`src/hdl/ffa_pkg.sv`:
```
`timescale 1ns / 1ps

package ffa_pkg;

    // Defaults for the top-level parameters
    localparam int DEF_MAX_SLOTS    = 64;
    localparam int DEF_ADDRESS_BITS = 16;
    localparam logic [15:0] RESET_MEMORY_SIZE = 16'd1024;

    // Widest values carried on the hole command and view buses
    localparam int POS_W  = 9;
    localparam int DATA_W = 32;

    // Stream payload widths
    localparam int IN_DATA_W  = 56;
    localparam int OUT_DATA_W = 40;

    // Request kinds
    localparam logic KIND_ALLOC = 1'b0;
    localparam logic KIND_FREE  = 1'b1;

    // Result status codes
    localparam logic [1:0] ST_PLACED  = 2'd0;
    localparam logic [1:0] ST_EVICTED = 2'd1;
    localparam logic [1:0] ST_FREED   = 2'd2;
    localparam logic [1:0] ST_ERROR   = 2'd3;

    // Hole cell operations
    localparam logic [2:0] OP_HOLD       = 3'd0;
    localparam logic [2:0] OP_INIT       = 3'd1;
    localparam logic [2:0] OP_INSERT     = 3'd2;
    localparam logic [2:0] OP_DELETE     = 3'd3;
    localparam logic [2:0] OP_SHRINK     = 3'd4;
    localparam logic [2:0] OP_MERGE_DOWN = 3'd5;
    localparam logic [2:0] OP_MERGE_UP   = 3'd6;

    // Command broadcast to every hole cell
    typedef struct packed {
        logic [2:0]        op;
        logic [POS_W-1:0]  pos;
        logic [DATA_W-1:0] top;
        logic [DATA_W-1:0] len;
    } hole_cmd_t;

    // Read-back of one hole cell plus the position of the last inserted hole
    typedef struct packed {
        logic              valid;
        logic              joins;
        logic [DATA_W-1:0] top;
        logic [DATA_W-1:0] len;
        logic [POS_W-1:0]  mark_pos;
    } hole_view_t;

endpackage

```
`src/hdl/ffa_ctrl.sv`:
```
`timescale 1ns / 1ps

module ffa_ctrl
    import ffa_pkg::*;
#(
    parameter int MAX_SLOTS = DEF_MAX_SLOTS,
    parameter int AB = DEF_ADDRESS_BITS,
    parameter logic [AB-1:0] INIT_SIZE = '0
)
(
    input  logic                  clk,
    input  logic                  rst_n,
    input  logic                  s_tvalid,
    output logic                  s_tready,
    input  logic [IN_DATA_W-1:0]  s_tdata,
    input  logic                  s_tuser,
    output logic                  m_tvalid,
    input  logic                  m_tready,
    output logic [OUT_DATA_W-1:0] m_tdata,
    output logic [1:0]            m_tuser,
    output logic                  m_tlast,
    input  logic                  cfg_we,
    input  logic [15:0]           cfg_wdata,
    output hole_cmd_t             cmd,
    output logic [POS_W-1:0]      rd_idx,
    input  hole_view_t            view
);

    localparam int N  = MAX_SLOTS + 1;
    localparam int SW = $clog2(MAX_SLOTS);
    localparam int UW = $clog2(N + 1);
    localparam int RW = $clog2(MAX_SLOTS + 1);
    localparam int CW = (AB > 16) ? AB : 16;
    localparam logic [63:0] LIMIT = (64'd1 << AB) - 64'd1;

    localparam logic [3:0] S_IDLE  = 4'd0;
    localparam logic [3:0] S_SCAN  = 4'd1;
    localparam logic [3:0] S_VSCAN = 4'd2;
    localparam logic [3:0] S_VDEC  = 4'd3;
    localparam logic [3:0] S_FREAD = 4'd4;
    localparam logic [3:0] S_FREL  = 4'd5;
    localparam logic [3:0] S_RINS  = 4'd6;
    localparam logic [3:0] S_RPOS  = 4'd7;
    localparam logic [3:0] S_RMD   = 4'd8;
    localparam logic [3:0] S_RMU   = 4'd9;
    localparam logic [3:0] S_RDONE = 4'd10;
    localparam logic [3:0] S_EMIT  = 4'd11;

    function automatic logic [AB-1:0] sat_size(input logic [15:0] v);
        if (64'(v) > LIMIT)
            return AB'(LIMIT);
        return AB'(v);
    endfunction

    // Slot tables
    logic [AB-1:0] mem_top  [MAX_SLOTS];
    logic [AB-1:0] mem_len  [MAX_SLOTS];
    logic [31:0]   mem_time [MAX_SLOTS];
    logic [AB-1:0] mem_rd_top, mem_rd_len;
    logic [31:0]   mem_rd_time;
    logic          mem_we;
    logic [SW-1:0] mem_raddr;
    logic [AB-1:0] mem_wtop;

    logic [3:0]           state_reg, state_next;
    logic [15:0]          mem_size_reg, mem_size_next;
    logic [UW-1:0]        used_reg, used_next;
    logic [RW-1:0]        res_reg, res_next;
    logic [MAX_SLOTS-1:0] resident_reg, resident_next;
    logic [5:0]           slot6_reg, slot6_next;
    logic [SW-1:0]        slot_reg, slot_next;
    logic [15:0]          req_reg, req_next;
    logic [31:0]          time_reg, time_next;
    logic [UW-1:0]        f_reg, f_next;
    logic [SW-1:0]        k_reg, k_next;
    logic [RW-1:0]        vs_reg, vs_next;
    logic                 pend_reg, pend_next;
    logic [SW-1:0]        vsd_reg, vsd_next;
    logic                 best_valid_reg, best_valid_next;
    logic [SW-1:0]        best_slot_reg, best_slot_next;
    logic [AB-1:0]        best_top_reg, best_top_next;
    logic [AB-1:0]        best_len_reg, best_len_next;
    logic [31:0]          best_time_reg, best_time_next;
    logic [AB-1:0]        rel_top_reg, rel_top_next;
    logic [AB-1:0]        rel_len_reg, rel_len_next;
    logic [POS_W-1:0]     pos_reg, pos_next;
    logic                 evict_reg, evict_next;
    logic [1:0]           e_status_reg, e_status_next;
    logic [5:0]           e_slot_reg, e_slot_next;
    logic [15:0]          e_addr_reg, e_addr_next;
    logic                 e_last_reg, e_last_next;
    logic                 e_cont_reg, e_cont_next;
    logic                 m_tvalid_reg, m_tvalid_next;
    logic [OUT_DATA_W-1:0] m_tdata_reg, m_tdata_next;
    logic [1:0]           m_tuser_reg, m_tuser_next;
    logic                 m_tlast_reg, m_tlast_next;

    logic [5:0]    in_slot;
    logic [15:0]   in_req;
    logic [31:0]   in_now;
    logic          in_range;
    logic [SW-1:0] in_idx;
    logic [AB-1:0] sz_cur, sz_cfg;
    logic [AB-1:0] view_top, view_len;
    logic          better;

    assign in_slot  = s_tdata[5:0];
    assign in_req   = s_tdata[21:6];
    assign in_now   = s_tdata[53:22];
    assign in_range = (9'(in_slot) < 9'(MAX_SLOTS));
    assign in_idx   = SW'(in_slot);
    assign sz_cur   = sat_size(mem_size_reg);
    assign sz_cfg   = sat_size(cfg_wdata);
    assign view_top = view.top[AB-1:0];
    assign view_len = view.len[AB-1:0];
    assign mem_wtop = view_top;

    // Victim order: larger length wins, then older time stamp
    assign better = !best_valid_reg || (mem_rd_len > best_len_reg) ||
                    ((mem_rd_len == best_len_reg) && (mem_rd_time < best_time_reg));

    // Sequence one request
    always_comb
    begin
        state_next      = state_reg;
        mem_size_next   = mem_size_reg;
        used_next       = used_reg;
        res_next        = res_reg;
        resident_next   = resident_reg;
        slot6_next      = slot6_reg;
        slot_next       = slot_reg;
        req_next        = req_reg;
        time_next       = time_reg;
        f_next          = f_reg;
        k_next          = k_reg;
        vs_next         = vs_reg;
        pend_next       = pend_reg;
        vsd_next        = vsd_reg;
        best_valid_next = best_valid_reg;
        best_slot_next  = best_slot_reg;
        best_top_next   = best_top_reg;
        best_len_next   = best_len_reg;
        best_time_next  = best_time_reg;
        rel_top_next    = rel_top_reg;
        rel_len_next    = rel_len_reg;
        pos_next        = pos_reg;
        evict_next      = evict_reg;
        e_status_next   = e_status_reg;
        e_slot_next     = e_slot_reg;
        e_addr_next     = e_addr_reg;
        e_last_next     = e_last_reg;
        e_cont_next     = e_cont_reg;
        m_tvalid_next   = m_tvalid_reg && !m_tready;
        m_tdata_next    = m_tdata_reg;
        m_tuser_next    = m_tuser_reg;
        m_tlast_next    = m_tlast_reg;
        cmd             = '0;
        cmd.op          = OP_HOLD;
        rd_idx          = '0;
        mem_we          = 1'b0;
        mem_raddr       = slot_reg;
        s_tready        = (state_reg == S_IDLE) && !cfg_we;

        case (state_reg)
            S_IDLE:
            begin
                if (cfg_we)
                begin
                    // Re-initialise the whole memory
                    mem_size_next = cfg_wdata;
                    cmd.op        = OP_INIT;
                    cmd.top       = DATA_W'(sz_cfg);
                    used_next     = (sz_cfg != '0) ? UW'(1) : '0;
                    resident_next = '0;
                    res_next      = '0;
                end
                else if (s_tvalid)
                begin
                    slot6_next    = in_slot;
                    slot_next     = in_idx;
                    req_next      = in_req;
                    time_next     = in_now;
                    f_next        = '0;
                    k_next        = '0;
                    e_status_next = ST_ERROR;
                    e_slot_next   = in_slot;
                    e_addr_next   = '0;
                    e_last_next   = 1'b1;
                    e_cont_next   = 1'b0;
                    state_next    = S_EMIT;
                    if (in_range)
                    begin
                        if (s_tuser == KIND_FREE)
                        begin
                            if (resident_reg[in_idx])
                                state_next = S_FREAD;
                        end
                        else if (!resident_reg[in_idx] && (in_req != '0) &&
                                 (CW'(in_req) <= CW'(sz_cur)))
                        begin
                            state_next = S_SCAN;
                        end
                    end
                end
            end
            S_SCAN:
            begin
                // Walk the hole list from the highest address
                rd_idx = POS_W'(f_reg);
                if ((f_reg >= used_reg) || !view.valid)
                begin
                    vs_next         = '0;
                    pend_next       = 1'b0;
                    best_valid_next = 1'b0;
                    state_next      = S_VSCAN;
                end
                else if (CW'(view_len) >= CW'(req_reg))
                begin
                    cmd.pos = POS_W'(f_reg);
                    cmd.len = DATA_W'(req_reg);
                    if (CW'(view_len) == CW'(req_reg))
                    begin
                        cmd.op    = OP_DELETE;
                        used_next = used_reg - UW'(1);
                    end
                    else
                    begin
                        cmd.op = OP_SHRINK;
                    end
                    mem_we                  = 1'b1;
                    resident_next[slot_reg] = 1'b1;
                    res_next                = res_reg + RW'(1);
                    e_status_next           = ST_PLACED;
                    e_slot_next             = slot6_reg;
                    e_addr_next             = 16'(view_top);
                    e_last_next             = 1'b1;
                    e_cont_next             = 1'b0;
                    state_next              = S_EMIT;
                end
                else
                begin
                    f_next = f_reg + UW'(1);
                end
            end
            S_VSCAN:
            begin
                // Stream the slot tables and keep the best victim
                mem_raddr = SW'(vs_reg);
                if (pend_reg && resident_reg[vsd_reg] && better)
                begin
                    best_valid_next = 1'b1;
                    best_slot_next  = vsd_reg;
                    best_top_next   = mem_rd_top;
                    best_len_next   = mem_rd_len;
                    best_time_next  = mem_rd_time;
                end
                pend_next = (vs_reg != RW'(MAX_SLOTS));
                vsd_next  = SW'(vs_reg);
                if (vs_reg != RW'(MAX_SLOTS))
                    vs_next = vs_reg + RW'(1);
                else if (!pend_reg)
                    state_next = S_VDEC;
            end
            S_VDEC:
            begin
                if (!best_valid_reg || (32'(k_reg) >= 32'(MAX_SLOTS - 1)))
                begin
                    e_status_next = ST_ERROR;
                    e_slot_next   = slot6_reg;
                    e_addr_next   = '0;
                    e_last_next   = 1'b1;
                    e_cont_next   = 1'b0;
                    state_next    = S_EMIT;
                end
                else
                begin
                    resident_next[best_slot_reg] = 1'b0;
                    res_next     = res_reg - RW'(1);
                    rel_top_next = best_top_reg;
                    rel_len_next = best_len_reg;
                    evict_next   = 1'b1;
                    state_next   = S_RINS;
                end
            end
            S_FREAD:
            begin
                mem_raddr  = slot_reg;
                state_next = S_FREL;
            end
            S_FREL:
            begin
                resident_next[slot_reg] = 1'b0;
                res_next     = res_reg - RW'(1);
                rel_top_next = mem_rd_top;
                rel_len_next = mem_rd_len;
                evict_next   = 1'b0;
                state_next   = S_RINS;
            end
            S_RINS:
            begin
                // Insert the released region in address order; drop it if full
                if (used_reg < UW'(N))
                begin
                    cmd.op     = OP_INSERT;
                    cmd.top    = DATA_W'(rel_top_reg);
                    cmd.len    = DATA_W'(rel_len_reg);
                    used_next  = used_reg + UW'(1);
                    state_next = S_RPOS;
                end
                else
                begin
                    state_next = S_RDONE;
                end
            end
            S_RPOS:
            begin
                pos_next   = view.mark_pos;
                state_next = S_RMD;
            end
            S_RMD:
            begin
                // Merge with the hole directly below
                rd_idx = pos_reg;
                if (view.joins)
                begin
                    cmd.op    = OP_MERGE_DOWN;
                    cmd.pos   = pos_reg;
                    used_next = used_reg - UW'(1);
                end
                state_next = S_RMU;
            end
            S_RMU:
            begin
                // Merge with the hole directly above
                rd_idx = pos_reg - POS_W'(1);
                if ((pos_reg != '0) && view.joins)
                begin
                    cmd.op    = OP_MERGE_UP;
                    cmd.pos   = pos_reg;
                    used_next = used_reg - UW'(1);
                end
                state_next = S_RDONE;
            end
            S_RDONE:
            begin
                if (evict_reg)
                begin
                    e_status_next = ST_EVICTED;
                    e_slot_next   = 6'(best_slot_reg);
                    e_addr_next   = 16'(best_top_reg);
                    e_last_next   = 1'b0;
                    e_cont_next   = 1'b1;
                end
                else
                begin
                    e_status_next = ST_FREED;
                    e_slot_next   = slot6_reg;
                    e_addr_next   = 16'(rel_top_reg);
                    e_last_next   = 1'b1;
                    e_cont_next   = 1'b0;
                end
                state_next = S_EMIT;
            end
            S_EMIT:
            begin
                // Hand the result to the output register once it is free
                if (!m_tvalid_reg || m_tready)
                begin
                    m_tvalid_next = 1'b1;
                    m_tuser_next  = e_status_reg;
                    m_tlast_next  = e_last_reg;
                    m_tdata_next  = {4'b0, 7'(res_reg), 7'(used_reg), e_addr_reg, e_slot_reg};
                    if (e_cont_reg)
                    begin
                        k_next     = k_reg + SW'(1);
                        f_next     = '0;
                        state_next = S_SCAN;
                    end
                    else
                    begin
                        state_next = S_IDLE;
                    end
                end
            end
            default:
            begin
                state_next = S_IDLE;
            end
        endcase
    end

    // Slot table write and registered read
    always_ff @(posedge clk)
    begin
        if (mem_we)
        begin
            mem_top[slot_reg]  <= mem_wtop;
            mem_len[slot_reg]  <= AB'(req_reg);
            mem_time[slot_reg] <= time_reg;
        end
        mem_rd_top  <= mem_top[mem_raddr];
        mem_rd_len  <= mem_len[mem_raddr];
        mem_rd_time <= mem_time[mem_raddr];
    end

    always_ff @(posedge clk or negedge rst_n)
    begin
        if (!rst_n)
        begin
            state_reg      <= S_IDLE;
            mem_size_reg   <= RESET_MEMORY_SIZE;
            used_reg       <= (INIT_SIZE != '0) ? UW'(1) : '0;
            res_reg        <= '0;
            resident_reg   <= '0;
            pend_reg       <= 1'b0;
            best_valid_reg <= 1'b0;
            evict_reg      <= 1'b0;
            e_cont_reg     <= 1'b0;
            m_tvalid_reg   <= 1'b0;
        end
        else
        begin
            state_reg      <= state_next;
            mem_size_reg   <= mem_size_next;
            used_reg       <= used_next;
            res_reg        <= res_next;
            resident_reg   <= resident_next;
            pend_reg       <= pend_next;
            best_valid_reg <= best_valid_next;
            evict_reg      <= evict_next;
            e_cont_reg     <= e_cont_next;
            m_tvalid_reg   <= m_tvalid_next;
        end
    end

    // Payload registers
    always_ff @(posedge clk)
    begin
        slot6_reg     <= slot6_next;
        slot_reg      <= slot_next;
        req_reg       <= req_next;
        time_reg      <= time_next;
        f_reg         <= f_next;
        k_reg         <= k_next;
        vs_reg        <= vs_next;
        vsd_reg       <= vsd_next;
        best_slot_reg <= best_slot_next;
        best_top_reg  <= best_top_next;
        best_len_reg  <= best_len_next;
        best_time_reg <= best_time_next;
        rel_top_reg   <= rel_top_next;
        rel_len_reg   <= rel_len_next;
        pos_reg       <= pos_next;
        e_status_reg  <= e_status_next;
        e_slot_reg    <= e_slot_next;
        e_addr_reg    <= e_addr_next;
        e_last_reg    <= e_last_next;
        m_tdata_reg   <= m_tdata_next;
        m_tuser_reg   <= m_tuser_next;
        m_tlast_reg   <= m_tlast_next;
    end

    assign m_tvalid = m_tvalid_reg;
    assign m_tdata  = m_tdata_reg;
    assign m_tuser  = m_tuser_reg;
    assign m_tlast  = m_tlast_reg;

endmodule

```
`config.mk`:
```
export PLATFORM = sky130hd
export DESIGN_NAME = ffa_ctrl
export DESIGN_NICKNAME = d
export VERILOG_FILES = /design/src/hdl/ffa_pkg.sv /design/src/hdl/ffa_ctrl.sv
export SDC_FILE = /design/constraint.sdc
export NUM_CORES = 2
export LEC_CHECK = 0
export ABC_AREA = 1
export BUFFER_PORTS_ARGS = -buffer_cell sky130_fd_sc_hd__buf_2
export CORE_ASPECT_RATIO = 1.75
export CORE_UTILIZATION = 44
export DETAILED_ROUTE_END_ITERATION = 8
export GPL_ROUTABILITY_DRIVEN = 0
export PLACE_DENSITY_LB_ADDON = 0.25
export SLEW_MARGIN = 10
export SYNTH_ARGS = -nofsm -noshare
export SYNTH_HDL_FRONTEND = slang
export SYNTH_SLANG_ARGS = --single-unit
```
`constraint.sdc`:
```
create_clock -name clk -period 9.7 [get_ports clk]
set_input_delay 0 -clock clk [delete_from_list [all_inputs] [get_ports clk]]
set_output_delay 0 -clock clk [all_outputs]
set_load 0.01 [all_outputs]
```
# Word level (Yosys, flattened, before mapping)
# Memory sizes are Yosys's and may differ from the RTL's. A register that Yosys moved wholly into a read port is not among the register bits.
# Cells that the tools add are included.
# word_totals
ff_bits	358
mem_count	3
ramBits	4096
wordCells	266
out_inout_bits	130
# classes
n_bitwise	6
magnitude_cmp	13
muxes	125
n_eq_ne	34
reduce_logical	46
add_sub_neg	8
# memory_table
name	words	width	rd	rd_ports_with_merged_regs	wr	line_no	text
mem_time	64	32	1	1	1	ffa_ctrl.sv:58	logic [31:0] mem_time [MAX_SLOTS];
mem_len	64	16	1	1	1	ffa_ctrl.sv:57	logic [AB-1:0] mem_len [MAX_SLOTS];
mem_top	64	16	1	1	1	ffa_ctrl.sv:56	logic [AB-1:0] mem_top [MAX_SLOTS];
# ops
operator	n
64-bit two-way mux	4
64-bit case mux with 4 select lines	1
16-bit two-way mux	11
7-bit two-way mux	19
64-bit bitwise AND	2
64-bit NOT	2
32-bit case mux with 2 select lines	2
6-bit two-way mux	11
64-bit bitwise OR	1
16-bit case mux with 2 select lines	2
16-bit case mux with 4 select lines	1
9-bit case mux with 3 select lines	2
12-bit two-way mux	4
4-bit two-way mux	12
48-bit two-way mux	1
4-bit case mux with 12 select lines	1
2-bit inequality test (second input constant)	19
7-bit case mux with 5 select lines	1
16-bit equality test	2
32-bit less-than comparator	1
16-bit nonzero test	2
1-bit two-way mux	29
7-bit by 1-bit adder with 7-bit output (second input constant)	4
6-bit by 7-bit less-than comparator with 1-bit output (second input constant)	4
other kinds (45)	94

# Logic depth before layout (Yosys ltp)
# depth
depth_word	10
depth_mapped	18

# Least setup slack after synthesis
# Ideal clock, no wire load.
# synth_path
path_type	register to register
start	reg req_reg[15]
end	mem mem_len[54][0] in the netlist's numbering (enable)
n_path_buf	1
arrival_time_ps	6775
setup_time_ps	564
slack_ps	2360
path_stages_with_launch	12
required_ps	9136
cell_sequence	edfxtp_1 > inv_1 > ha_1 > nand2_1 > inv_1 > nand3_1 > nor3_1 > nand4_1 > inv_1 > o21ai_1 > clkbuf_1 > nor3_1
# synth_via
elab_chain_cells	6
# synth_lines
element	line_no	text
start, declared	ffa_ctrl.sv:72	logic [15:0] req_reg, req_next;
start signal, assigned	ffa_ctrl.sv:441	req_reg <= req_next;
16-bit >= comparator	ffa_ctrl.sv:217	else if (CW'(view_len) >= CW'(req_reg))
1-bit two-way mux	ffa_ctrl.sv:217	
1-bit two-way mux	ffa_ctrl.sv:210	if ((f_reg >= used_reg) || !view.valid)
1-bit two-way mux	ffa_ctrl.sv:164	case (state_reg)
1-bit two-way mux	ffa_ctrl.sv:395	if (mem_we)
1-bit two-way mux (implied by the code)	ffa_ctrl.sv:398	mem_len[slot_reg] <= AB'(req_reg);
end, declared	ffa_ctrl.sv:57	
# No other way between the ends.

# Worst setup path after layout
# layout_path
start	reg req_reg[1]
end	mem mem_time[17][9] (enable)
# layout_via
elab_chain_cells	6
# layout_lines
element	line_no	text
16-bit >= comparator	ffa_ctrl.sv:217	
1-bit two-way mux	ffa_ctrl.sv:217	
1-bit two-way mux	ffa_ctrl.sv:210	
1-bit two-way mux	ffa_ctrl.sv:164	
1-bit two-way mux	ffa_ctrl.sv:395	
1-bit two-way mux (implied by the code)	ffa_ctrl.sv:399	mem_time[slot_reg] <= time_reg;
end, declared	ffa_ctrl.sv:58	
# No other way between the ends.

==> results.cfg <==
[worst_setup_path]
end_kind = flip-flop
cp-start-kind = flip-flop
critPathKind = reg -> reg
crit_required_ps = 10270
cp.arrival_ps = 6730
cp_max_fo = 65

[finish]
largest_reg_flops = 2048
area_growth_pct = 11.61
final_nets = 15240
top_register = mem_time
stdcell_area_sq_um = 204400
final_common_cell = edfxtp_1
reg.largest.list = mem_time: 2048 flops, mem_len: 1024 flops, mem_top: 1024 flops
nFillCells = 35540
postLayoutCoreUtil = 0.4927
fin_cells = 20820
layout-drive-gt1-share = 0.07620
layout_common_cells = edfxtp_1, nor2_1, nand2_1

[pwr]
power.total_mw = 60.92
power.density_nw_per_um2 = 298.1
internal-power_mw = 36.90
power_frac_comb = 0.372
swShare = 0.3943
clkPwrFrac = 0.255
vdd_drop_max_mv = 0.5301
leakagePower_nw = 68.50
netSwitchingPower_mw = 24.02
seqPwrFrac = 0.374

[floorplanning]
core_area_sq_um = 414700
ios = 283
die_h_um = 855.4
fp-row-count = 313
dieWidth_um = 489.6
dieArea_sq_um = 418800
start_util = 0.4415

[timing]
slew_viol_final = 0
period_needed_ps = 6155
maxSlewHeadroom = 0.1622
rsz0062_at_grt = false
post-route-period-util = 0.6346
setup_viol = 0
max_freq_mhz = 162.5
hold_viol = 0
clock_skew_ps = 65.70
worstMarginPinSlew_ps = 1257
setup_tns_ps = 0

[route]
vias = 124800
wl_um = 591800
via_per_inst = 5.993
wl_per_cell_um = 28.42
drt_pass1_iterations = 7
ant_nets = 0
drt_iter0_drc = 14990
post-route-drc-count = 0

[placement]
portBuffers = 212
placedCellCount = 19890
place_hpwl_um = 292000
post_dp_cell_area_sq_um = 189800

[global_routing]
grt_max_degree = 203
antenna_found_initial = 33
grt_usage = 0.2772
grt_pass1_wl_um = 835500
overflow = 0
grt_pass1_vias = 118000

[cts]
cts_max_level = 5
clock_latency_ps = 980
clockBufferDepth = 4
cts_num_sinks = 4518
cts_tree = built
root_buffer = clkbuf_16
clkSlewWorstSetupHoldPaths_ps = 70
numCtsBuffers = 383

[synthesis]
yosys-top-cells-area = edfxtp_1, o21ai_0, nor2_1
synthArstFlopShare = 0.02280
yosysWarnings = 0
synth-main-ff-cell = edfxtp_1
ys_ff_latch = 4518
postSynthAreaPerCell_sq_um = 12.34
synth_edf_count = 4351
syn_area_sq_um = 183100
synth_top_area_frac = 0.7136
synthCells = 14840
synth_cell_types = 52
yosysSeqAreaShare = 0.7346
yosys.area.top_type = edfxtp_1

[flow_run]
max_cap_viol_count = 0

[run_status]
status = finished clean

[hold_path]
hp-class = in -> reg
==> power groups by stage <==
stage / Combinational [mW] / Clock, mW / Sequential, mW
after floorplan: 15.3 / 0 / 23.0
after global placement: 21.9 / 0 / 23.1
after detailed placement: 22.1 / 0 / 23.2
after CTS: 22.3 / 15.6 / 22.7
after global routing: 24.7 / 16.3 / 22.8
final: 22.6 / 15.5 / 22.8
==> synthesized netlist by cell type, drive strengths merged (3+ instances only) <==
| library cell | n |
|---|---|
| dfxtp | 64 |
| o32ai | 10 |
| edfxtp | 4351 |
| nand3 | 601 |
| o21ai | 2367 |
| o31ai | 34 |
| o21bai | 67 |
| dfrtp | 102 |
| nor4 | 12 |
| o21a | 4 |
| a221oi | 6 |
| nand4 | 12 |
| ha | 101 |
| xor2 | 5 |
| clkinv | 7 |
| o22ai | 864 |
| buf | 629 |
| nand3b | 5 |
| inv | 417 |
| o211ai | 197 |
| clkbuf | 387 |
| a21oi | 215 |
| nand2 | 1990 |
| a31oi | 12 |
| a41oi | 3 |
| nor3 | 41 |
| nor3b | 4 |
| o221ai | 39 |
| o2111ai | 3 |
| nor2 | 2282 |
==> per-layer routing <==
layer,global-route usage,share of wire,up-vias
li1,-,-,54150
met1,0.3360,0.36,62540
met2,0.4719,0.49,6572
met3,0.04672,0.091,1497
met4,0.1460,0.058,16
met5,0.002667,0.00034,-
==> worst paths after layout <==
path	start	end	slack [ps]	cells past startpoint
max in group asynchronous	rst_n	pend_reg	8680	4
setup reg to reg	req_reg[1]	mem_time[17][9]	3540	14
hold reg to reg	e_slot_reg[2]	m_tdata[2]	410	0
min in group asynchronous	rst_n	resident_reg[0]	280	4
hold / removal	s_tdata[2]	slot_reg[2]	120	2
setup / recovery	req_reg[1]	mem_time[17][9]	3540	14
==> final cells by class <==
| type | instances | area, sq um | area share |
|---|---|---|---|
| multi-input cells | 8920 | 42850 | 0.2097 |
| well taps | 5512 | 6897 | 0.03375 |
| diodes | 21 | 52.55 | 0.0002572 |
| clock inverters | 181 | 1757 | 0.008596 |
| repair buffers | 732 | 6098 | 0.02984 |
| flip-flops and latches | 4518 | 134500 | 0.6583 |
| clock buffers | 513 | 10540 | 0.05156 |
| inverters | 424 | 1645 | 0.008051 |
==> per-stage QoR <==
step / hold WS [ps] / setup slack [ps]
final: 118.0 / 3545
after global routing: 88.64 / 3456
after CTS: 21.76 / 3823
after detailed placement: 144.7 / 3819
after global placement: 130.9 / 3778
after floorplan: -295.6 / 2360
==> worst max-delay path, cell delays in order, from the launching register on <==
cell	delay [ps]
edfxtp_1	320
buf_4	570
inv_1	130
ha_1	320
a21oi_1	150
o21ai_0	80
nor3b_1	130
o21ai_0	560
nand2_1	240
o21ai_4	470
buf_4	710
buf_4	730
nor2_4	210
buf_4	470
buf_4	440
==> cell families (layout without fill, tap and decap cells) <==
family,Yosys count,count (layout),share of synthesized area
xor+xnor,6,6,0.0002870
compound gates,3825,3825,0.1160
fa+ha+maj,103,103,0.007120
buf+inv,1440,1850,0.03518
flops,4518,4518,0.7346
simple gates,4950,4950,0.1067
other cells,1,57,0.00002048
==> timing repair <==
| action | 4_1_cts | 5_1_grt |
|---|---|---|
| resized for setup | 0 | 0 |
| hold buffers | 220 | 0 |
| hold endpoints to repair | 1284 | 0 |
| setup buffers | 0 | 0 |
Power figures use the tool's default switching activity.
